<file path="config.mk">
export PLATFORM = sky130hd
export DESIGN_NAME = tsd_front
export DESIGN_NICKNAME = d
export VERILOG_FILES = /design/src/rtl/tsd_pkg.sv /design/src/rtl/tsd_front.sv
export SDC_FILE = /design/constraint.sdc
export NUM_CORES = 2
export LEC_CHECK = 0
export BUFFER_PORTS_ARGS = -buffer_cell sky130_fd_sc_hd__buf_2
export CORE_MARGIN = 4
export CORE_UTILIZATION = 39
export DETAILED_ROUTE_END_ITERATION = 6
export PLACE_DENSITY = 0.61
export SYNTH_ARGS = -nofsm -noshare
export SYNTH_HDL_FRONTEND = slang
export SYNTH_SLANG_ARGS = --single-unit
</file>
<file path="constraint.sdc">
create_clock -name clk -period 25.2 [get_ports clk]
set_clock_uncertainty 0.1 [all_clocks]
set_input_delay 2.52 -clock clk [delete_from_list [all_inputs] [get_ports clk]]
set_output_delay 2.52 -clock clk [all_outputs]
set_load 0.03 [all_outputs]
</file>
<file path="src/rtl/tsd_pkg.sv">
`default_nettype none
// ============================================================================
// tsd_pkg
// Shared sizes, constants, types and the accumulate function of the
// whole-degree sine unit (truncated Taylor series in fixed point).
// ============================================================================
package tsd_pkg;

  // Fixed-point format and series length.
  localparam int FRAC_BITS = 24;
  localparam int MAX_TERMS = 16;

  // Port field widths.
  localparam int ANG_W  = 10;
  localparam int CFG_W  = 5;
  localparam int SINE_W = 32;

  // Degrees to radians: x = |angle| * PI_NUM / (HALF_TURN_DEG * PI_DEN).
  localparam longint unsigned PI_NUM        = 64'd31416;
  localparam longint unsigned PI_DEN        = 64'd10000;
  localparam longint unsigned HALF_TURN_DEG = 64'd180;
  localparam longint unsigned XD = HALF_TURN_DEG * PI_DEN;
  localparam longint unsigned XK = PI_NUM << FRAC_BITS;

  // The scale factor XK / XD is split into a whole part and a remainder,
  // so only the remainder product needs a division by XD.
  localparam longint unsigned XQ = XK / XD;
  localparam longint unsigned XR = XK % XD;
  localparam int XQ_W = $clog2(XQ + 64'd1);
  localparam int XD_W = $clog2(XD + 64'd1);

  // Remainder numerator stays below (2^(ANG_W-1) + 1) * XD.
  localparam int Y_W = $clog2(((64'd1 << (ANG_W - 1)) + 64'd1) * XD);
  localparam longint unsigned RX = (64'd1 << Y_W) / XD;
  localparam int RX_W = $clog2(RX + 64'd1);

  // Internal widths. The angle magnitude is at most 512 degrees, so
  // |x| < 9, x^2 < 80, every term is below 1024, one term times x^2 is
  // below 2^17, and the sum of all term magnitudes is below 2^13.
  localparam int XM_W  = FRAC_BITS + 4;
  localparam int X2_W  = FRAC_BITS + 7;
  localparam int M_W   = FRAC_BITS + 10;
  localparam int N_W   = FRAC_BITS + 18;
  localparam int ACC_W = FRAC_BITS + 16;
  localparam int P_W   = M_W + X2_W;

  // Division of a term by (2k-2)(2k-1) through a reciprocal of 2^N_W / d.
  // The smallest divisor is 6, so the reciprocal fits in N_W - 2 bits.
  localparam int NL     = N_W / 2;
  localparam int NH     = N_W - NL;
  localparam int R_W    = N_W - 2;
  localparam int FULL_W = N_W + R_W;
  localparam int D_W    = $clog2((2 * MAX_TERMS - 2) * (2 * MAX_TERMS - 1) + 1);
  localparam int IDX_W  = $clog2(MAX_TERMS + 1);

  // Sized constants for the radian conversion.
  localparam logic [XQ_W-1:0] XQ_C    = XQ_W'(XQ);
  localparam logic [XD_W-1:0] XR_C    = XD_W'(XR);
  localparam logic [XD_W-1:0] XD_C    = XD_W'(XD);
  localparam logic [Y_W-1:0]  XD_HALF = Y_W'(XD / 64'd2);
  localparam logic [RX_W-1:0] RX_C    = RX_W'(RX);

  // Per-item data that rides along the term pipeline.
  typedef struct packed {
    logic                    neg;
    logic [CFG_W-1:0]        nterms;
    logic signed [ACC_W-1:0] acc;
    logic [X2_W-1:0]         x2;
  } tsd_meta_t;

  // Meta data plus the magnitude of the latest term.
  typedef struct packed {
    tsd_meta_t       meta;
    logic [M_W-1:0]  m;
  } tsd_item_t;

  // Adds term number idx with magnitude m, if idx is within the term count.
  // Odd terms carry the sign of the angle and even terms the opposite sign.
  function automatic logic signed [ACC_W-1:0] tsd_acc_add(
    input logic signed [ACC_W-1:0] acc,
    input logic [M_W-1:0]          m,
    input logic                    neg,
    input logic [IDX_W-1:0]        idx,
    input logic [CFG_W-1:0]        nterms
  );
    logic signed [ACC_W-1:0] term;
    logic                    tneg;
    term = signed'(ACC_W'(m));
    tneg = neg ^ ~idx[0];
    if (int'(idx) > int'(nterms)) begin
      return acc;
    end
    return tneg ? (acc - term) : (acc + term);
  endfunction

endpackage
`default_nettype wire

</file>
<file path="src/rtl/tsd_front.sv">
`default_nettype none
// ============================================================================
// tsd_front
// Five-stage front end: angle magnitude to radians (rounded), then x^2.
// Emits the first term (x itself) with a cleared accumulator.
// ============================================================================
module tsd_front (
  input  logic                            clk,
  input  logic                            rst_n,
  input  logic                            adv,
  input  logic                            valid_i,
  input  logic signed [tsd_pkg::ANG_W-1:0] angle_i,
  input  logic [tsd_pkg::CFG_W-1:0]       nterms_i,
  output logic                            valid_o,
  output tsd_pkg::tsd_item_t              item_o
);
  import tsd_pkg::*;

  // Stage A: magnitude times the whole part and the remainder of the scale.
  logic                  v_a_r;
  logic                  neg_a_r;
  logic [CFG_W-1:0]      nt_a_r;
  logic [XM_W-1:0]       base_a_r;
  logic [Y_W-1:0]        y_a_r;
  logic [ANG_W-1:0]      mag;
  logic [XM_W-1:0]       base_a_nxt;
  logic [Y_W-1:0]        y_a_nxt;

  // Stage B: estimated quotient of the remainder product.
  logic                  v_b_r;
  logic                  neg_b_r;
  logic [CFG_W-1:0]      nt_b_r;
  logic [XM_W-1:0]       base_b_r;
  logic [Y_W-1:0]        y_b_r;
  logic [RX_W-1:0]       qe_b_r;
  logic [Y_W+RX_W-1:0]   yr_prod;

  // Stage C: corrected radian value.
  logic                  v_c_r;
  logic                  neg_c_r;
  logic [CFG_W-1:0]      nt_c_r;
  logic [XM_W-1:0]       xm_c_r;
  logic [RX_W+XD_W-1:0]  qx_prod;
  logic [Y_W-1:0]        rem_c;
  logic [XM_W-1:0]       xm_c_nxt;

  // Stage D: raw square.
  logic                  v_d_r;
  logic                  neg_d_r;
  logic [CFG_W-1:0]      nt_d_r;
  logic [XM_W-1:0]       xm_d_r;
  logic [2*XM_W-1:0]     sq_d_r;

  // Stage E: rounded square, output item.
  logic                  v_e_r;
  tsd_item_t             item_e_r;
  logic [2*XM_W-1:0]     sq_rnd;
  tsd_item_t             item_e_nxt;

  // Magnitude and the two scale products.
  always_comb begin
    mag        = angle_i[ANG_W-1] ? (~angle_i + ANG_W'(1)) : angle_i;
    base_a_nxt = XM_W'(mag) * XM_W'(XQ_C);
    y_a_nxt    = Y_W'(mag) * Y_W'(XR_C) + XD_HALF;
  end

  // Reciprocal estimate; it is at most one below the true quotient.
  assign yr_prod = (Y_W + RX_W)'(y_a_r) * (Y_W + RX_W)'(RX_C);

  // Correction of the estimate and the final rounded radian value.
  always_comb begin
    qx_prod  = (RX_W + XD_W)'(qe_b_r) * (RX_W + XD_W)'(XD_C);
    rem_c    = y_b_r - qx_prod[Y_W-1:0];
    xm_c_nxt = base_b_r + XM_W'(qe_b_r) + XM_W'(rem_c >= Y_W'(XD_C));
  end

  // Rounding of the square to the fraction width.
  always_comb begin
    sq_rnd               = sq_d_r + ((2*XM_W)'(1) << (FRAC_BITS - 1));
    item_e_nxt.meta.neg    = neg_d_r;
    item_e_nxt.meta.nterms = nt_d_r;
    item_e_nxt.meta.acc    = '0;
    item_e_nxt.meta.x2     = sq_rnd[FRAC_BITS+X2_W-1:FRAC_BITS];
    item_e_nxt.m           = M_W'(xm_d_r);
  end

  // Valid bits move only when the whole pipeline advances.
  always_ff @(posedge clk) begin
    if (!rst_n) begin
      v_a_r <= 1'b0;
      v_b_r <= 1'b0;
      v_c_r <= 1'b0;
      v_d_r <= 1'b0;
      v_e_r <= 1'b0;
    end else if (adv) begin
      v_a_r <= valid_i;
      v_b_r <= v_a_r;
      v_c_r <= v_b_r;
      v_d_r <= v_c_r;
      v_e_r <= v_d_r;
    end
  end

  // Payload registers.
  always_ff @(posedge clk) begin
    if (adv) begin
      neg_a_r  <= angle_i[ANG_W-1];
      nt_a_r   <= nterms_i;
      base_a_r <= base_a_nxt;
      y_a_r    <= y_a_nxt;

      neg_b_r  <= neg_a_r;
      nt_b_r   <= nt_a_r;
      base_b_r <= base_a_r;
      y_b_r    <= y_a_r;
      qe_b_r   <= yr_prod[Y_W+RX_W-1:Y_W];

      neg_c_r  <= neg_b_r;
      nt_c_r   <= nt_b_r;
      xm_c_r   <= xm_c_nxt;

      neg_d_r  <= neg_c_r;
      nt_d_r   <= nt_c_r;
      xm_d_r   <= xm_c_r;
      sq_d_r   <= (2*XM_W)'(xm_c_r) * (2*XM_W)'(xm_c_r);

      item_e_r <= item_e_nxt;
    end
  end

  assign valid_o = v_e_r;
  assign item_o  = item_e_r;

endmodule
`default_nettype wire

</file>
# --- Word-level counts from Yosys, hierarchy flattened ---
# Cells that the tools add are included.
word_totals:
  ff_bits: 329
  latchBits: 0
  ramBits: 0
  romBits: 0
  in_bits: 19
  out_inout_bits: 112
  elab_cells: 39
  memories: 0
op_classes:
  add_sub_neg: 6
  mul: 5
  n_div: 0
  n_lt_le_gt_ge: 1
  n_eq_ne: 0
  n_shift: 0
  n_mux: 1
  bitwise: 1
  reduce_logical: 0
ops:
  columns: ["operator", "count"]
  rows:
  - ["55-bit by 24-bit adder with 55-bit output, second input constant", 1]
  - ["28-bit by 28-bit multiplier with 55-bit output", 1]
  - ["30-bit by 8-bit multiplier with 38-bit output, second input constant", 1]
  - ["30-bit by 20-bit adder with 30-bit output, second input constant", 1]
  - ["30-bit by 21-bit greater-or-equal comparator with 1-bit output, second input constant", 1]
  - ["30-bit subtractor", 1]
  - ["28-bit by 1-bit adder with 28-bit output", 1]
  - ["28-bit by 10-bit adder with 28-bit output", 1]
  - ["10-bit by 18-bit multiplier with 27-bit output, second input constant", 1]
  - ["10-bit by 15-bit multiplier with 24-bit output, second input constant", 1]
  - ["10-bit by 13-bit multiplier with 23-bit output, second input constant", 1]
  - ["10-bit by 2-bit adder with 10-bit output, second input constant", 1]
  - ["10-bit 2-to-1 mux", 1]
  - ["10-bit inverter", 1]

# --- Depth between registers and ports, before layout ---
logic_depth:
  depth_word: 5
  mapped_depth: 39

# --- Worst setup path after synthesis ---
# No wires, ideal clock.
synth_timing:
  path_type: "input-to-reg"
  startpoint: "in angle_i[0] in the netlist's numbering"
  endpoint: "reg y_a_r[29], data pin"
  setup_ns: 0.260
  t_arrival_ns: 8.783
  slack_ns: 16.058
  path_stages: 24
  cell_sequence: "clkbuf_1 inv_1 ha_1 nand2_1 or2_2 o21ai_0 xnor2_1 ha_1 inv_1 fa_1 inv_1 fa_1 fa_1 fa_1 ha_1 and3_1 a221oi_1 nor2b_1 a311o_2 a31o_1 a2111oi_2 nor3_1 xor2_1 xnor2_1"
synth_between:
  elab_chain_cells: 5
synth_rtl:
  columns: ["item", "line_no", "rtl"]
  rows:
  - ["start, declared", "tsd_front.sv:12", "input logic signed [tsd_pkg::ANG_W-1:0] angle_i,"]
  - ["10-bit inverter", "tsd_front.sv:62", "mag = angle_i[ANG_W-1] ? (~angle_i + ANG_W'(1)) : angle_i;"]
  - ["10-bit by 2-bit adder with 10-bit output", "tsd_front.sv:62", null]
  - ["10-bit 2-to-1 mux *", "tsd_front.sv:62", null]
  - ["10-bit by 13-bit multiplier with 23-bit output *", "tsd_front.sv:64", "y_a_nxt = Y_W'(mag) * Y_W'(XR_C) + XD_HALF;"]
  - ["30-bit by 20-bit adder with 30-bit output *", "tsd_front.sv:64", null]
  - ["via y_a_nxt[29]", "tsd_front.sv:27", "logic [Y_W-1:0] y_a_nxt;"]
  - ["end signal, assigned", "tsd_front.sv:110", "y_a_r <= y_a_nxt;"]
  - ["end, declared", "tsd_front.sv:24", "logic [Y_W-1:0] y_a_r;"]
# The timed path passes the listed nets; every way through them passes the cells marked *.
# A chain may end at the register's enable or synchronous reset.

# --- Final worst setup path ---
layout_timing:
  startpoint: "reg qe_b_r[2]"
  endpoint: "reg xm_c_r[23], data pin"
layout_between:
  elab_chain_cells: 4
  elab_cells_between_ends: 5
  classes_between: "3 x add/sub; 1 x mul; 1 x order compare"
layout_rtl:
  columns: ["item", "line_no", "rtl"]
  rows:
  - ["start, declared", "tsd_front.sv:35", "logic [RX_W-1:0] qe_b_r;"]
  - ["start signal, assigned", "tsd_front.sv:116", "qe_b_r <= yr_prod[Y_W+RX_W-1:Y_W];"]
  - ["10-bit by 15-bit multiplier with 24-bit output", "tsd_front.sv:72", "qx_prod = (RX_W + XD_W)'(qe_b_r) * (RX_W + XD_W)'(XD_C);"]
  - ["30-bit subtractor", "tsd_front.sv:73", "rem_c = y_b_r - qx_prod[Y_W-1:0];"]
  - ["30-bit by 21-bit greater-or-equal comparator with 1-bit output", "tsd_front.sv:74", "xm_c_nxt = base_b_r + XM_W'(qe_b_r) + XM_W'(rem_c >= Y_W'(XD_C));"]
  - ["28-bit by 1-bit adder with 28-bit output *", "tsd_front.sv:74", null]
  - ["via xm_c_nxt[23]", "tsd_front.sv:45", "logic [XM_W-1:0] xm_c_nxt;"]
  - ["end signal, assigned", "tsd_front.sv:120", "xm_c_r <= xm_c_nxt;"]
  - ["end, declared", "tsd_front.sv:42", "logic [XM_W-1:0] xm_c_r;"]
# Marks and branches as above.

==> impl_metrics.yaml <==
setup_path:
  ff2ff_setup_slack_ns: 15.44
  worst-path-max-fanout: 9
  cp_slowest_cell: "a41oi_1"
  end_kind: "register"
  slowest_delay_ns: 0.72
  r2r_cells: 36
  regToRegStartpoint: "qe_b_r[2]"
  cp.required_ns: 25.43
  crit_type: "register to register"
  cp_common_cell: "a21oi_1"
  worstPathArrival_ns: 9.99
  cp-start-kind: "register"
  regToRegEndpoint: "xm_c_r[23]"
clock_network:
  cts_resized: 0
  h-tree-depth: 2
  cts_sinks: 292
  cts-root-buf: "clkbuf_16"
  cts_setup_buffers: 0
  cts_buffers: 38
  clock_latency_ns: 0.59
  cts_tree: "built"
  clockBufferDepth: 3
  hold_buffers: 0
  clkTransAtPathRegs_ns: 0.06
global_route:
  grt_overflow_total: 0
  grt_start_max_net_pins: 169
  antenna_found_initial: 1
  grt_pass1_vias: 30000
  grt_first_pass_wirelength_mm: 157
  grt_usage: 0.169
placed_design:
  hpwl_mm: 76.6
  place_congestion: 0.897
  dp_cells: 5684
  pre_cts_ws_ns: 15.31
  io_buffers: 84
sta:
  layout_setup_ws_ns: 15.44
  final_max_slew_viol_count: 0
  post-route-period-util: 0.387
  rsz0062_at_grt: "no"
  slew-limit-headroom: 0.343
  holdWs_ns: 0.313
  finalSetupViolCount: 0
  layout_min_cycle_time_ns: 9.76
  tns_ns: 0
  tightest_slew_ns: 0.985
  hold_viol_final: 0
  timing.fmax_ghz: 0.102
floorplanning:
  die_h_um: 343
  rows: 122
  start_util: 0.395
  die_area_um2: 118000
  die_x_um: 343
  io_pins: 131
  core_um2: 111000
finish:
  drive_gt1_frac: 0.0504
  num-nets-final: 5573
  antenna_cells: 0
  final_cells: 5753
  areaGrowthSynthToFinish_pct: 7.75
detailed_routing:
  drtAntennaViolNets: 0
  wire_per_inst_um: 16.6
  drt-total-wl_mm: 95.2
  drc_errors: 0
  drt-initial-drc-count: 1253
  first_pass_iters: 5
  viasPerCell: 4.75
  via_count: 27300
synth:
  netlist_instances: 4148
  synth_cell_types: 89
  async_flop_share: 0
  synth.cell_area_um2: 43900
  synth_warnings: 0
  yosysSeqAreaShare: 0.199
  synth_flop_cell: "edfxtp_1"
  synth_edf_count: 287
  avgSynthCellArea_um2: 10.6
  synth_seq_cells: 292
flow_run:
  cap_viol_max_count: 0
worst_hold_path:
  hold_class: "register to register"
  hp-start: "base_a_r[22]"
  hold_path_end: "base_b_r[22]"
  holdPathStages: 0
run_status:
  outcome: "complete, no violations"
==> routing by layer <==
layer | GRT usage | routed length (um) | up-vias
li1 | - | - | 13100
met1 | 0.228 | 43200 | 13700
met4 | 0.0454 | 2530 | 0
met5 | 0 | 0 | -
met3 | 0.0302 | 4720 | 144
met2 | 0.280 | 44700 | 495
==> layout by cell type (no fill, tap or decap), types with 39 or more instances in the layout <==
cell      instances
buf_2            83
inv_1          1061
nand3_1          48
a21o_1           61
nand2_1         250
conb_1           46
o21ai_0          53
xnor2_1         137
xor2_1           66
nor3_1           39
edfxtp_1        287
nor2_1          143
and2_1          156
ha_1            538
a21oi_1          95
fa_1            780
==> sequential cells by signal, summed over array words and instances, names as in the netlist, 23 cells and up <==
register / flops
item_o: 65
sq_d_r: 32
xm_c_r: 28
xm_d_r: 28
base_a_r: 27
base_b_r: 27
y_a_r: 23
y_b_r: 23
==> synthesized netlist by cell type (4+ instances only) <==
| cell type | number | area [um^2] |
|---|---|---|
| o21bai_1 | 16 | 120 |
| nor2b_1 | 29 | 181 |
| or3_1 | 9 | 56.3 |
| mux2i_1 | 11 | 110 |
| a21boi_0 | 4 | 30.0 |
| clkbuf_1 | 70 | 263 |
| xor2_1 | 66 | 578 |
| clkinv_1 | 4 | 15.0 |
| ha_1 | 538 | 6730 |
| nand2_1 | 250 | 938 |
| a211oi_1 | 8 | 60.1 |
| o21a_1 | 14 | 105 |
| edfxtp_1 | 287 | 8620 |
| a31oi_1 | 14 | 87.6 |
| or2_2 | 11 | 68.8 |
| and3_1 | 31 | 194 |
| and4_1 | 6 | 52.6 |
| a211o_1 | 5 | 43.8 |
| nand2b_1 | 16 | 100 |
| o211ai_1 | 10 | 75.1 |
| nand4_1 | 20 | 125 |
| a41oi_1 | 5 | 43.8 |
| nor3_1 | 39 | 195 |
| a21oi_1 | 95 | 475 |
| a2111oi_0 | 4 | 35.0 |
| nand3_1 | 48 | 240 |
| o31ai_1 | 9 | 67.6 |
| a21o_1 | 61 | 458 |
| inv_1 | 1061 | 3980 |
| fa_1 | 780 | 15600 |
| buf_4 | 46 | 345 |
| o21ai_0 | 53 | 265 |
| nor4_1 | 5 | 31.3 |
| nor2_1 | 143 | 537 |
| dfxtp_1 | 5 | 100 |
| o21ai_1 | 6 | 30.0 |
| xnor2_1 | 137 | 1200 |
| and2_1 | 156 | 976 |
==> critical path, delay by kind of cell, from the launching register on <==
family                   cells  cell delay (ns)
XOR/XNOR                     2             0.36
adder cells (fa/ha/maj)      8             3.44
flip-flops                   1             0.56
AND/OR/NAND/NOR              3             0.38
buffers and inverters        3             0.17
AO/OA/AOI/OAI               20             4.50
==> worst max path at each step <==
stage            endpoint  cells past startpoint        from
2_1_floorplan   y_a_r[29]                     24  angle_i[0]
3_3_place_gp    y_a_r[29]                     25  angle_i[0]
3_5_place_dp    y_a_r[29]                     25  angle_i[0]
4_1_cts        xm_c_r[23]                     36   qe_b_r[2]
5_1_grt        xm_c_r[23]                     36   qe_b_r[2]
6_report       xm_c_r[23]                     36   qe_b_r[2]
==> cell type report <==
class,count,area [um^2]
Clock buffer,44,973
Clock inverter,25,283
Fill cell,10700,63900
Inverter,1068,4010
Multi-Input combinational cell,2713,30700
Sequential cell,292,8720
Tap cell,1488,1860
Timing Repair Buffer,123,736
==> metrics by stage <==
stage                     utilization  area [um^2]
final                           0.425        47300
after global routing            0.425        47300
after CTS                       0.425        47300
after detailed placement        0.414        46000
after global placement          0.414        46000
after floorplan                     -        44000
==> cell families after synthesis <==
| group | count (synthesis) | share of synthesized area |
|---|---|---|
| flops | 292 | 0.199 |
| other cells | 1 | 0.0000855 |
| fa+ha+maj | 1318 | 0.509 |
| compound gates | 355 | 0.0551 |
| simple gates | 779 | 0.0876 |
| xor+xnor | 203 | 0.0405 |
| mux | 12 | 0.00277 |
| buf+inv | 1188 | 0.106 |
Power is not shown: default switching activity piles up to over one toggle a cycle in this logic, so the estimate is an artifact.
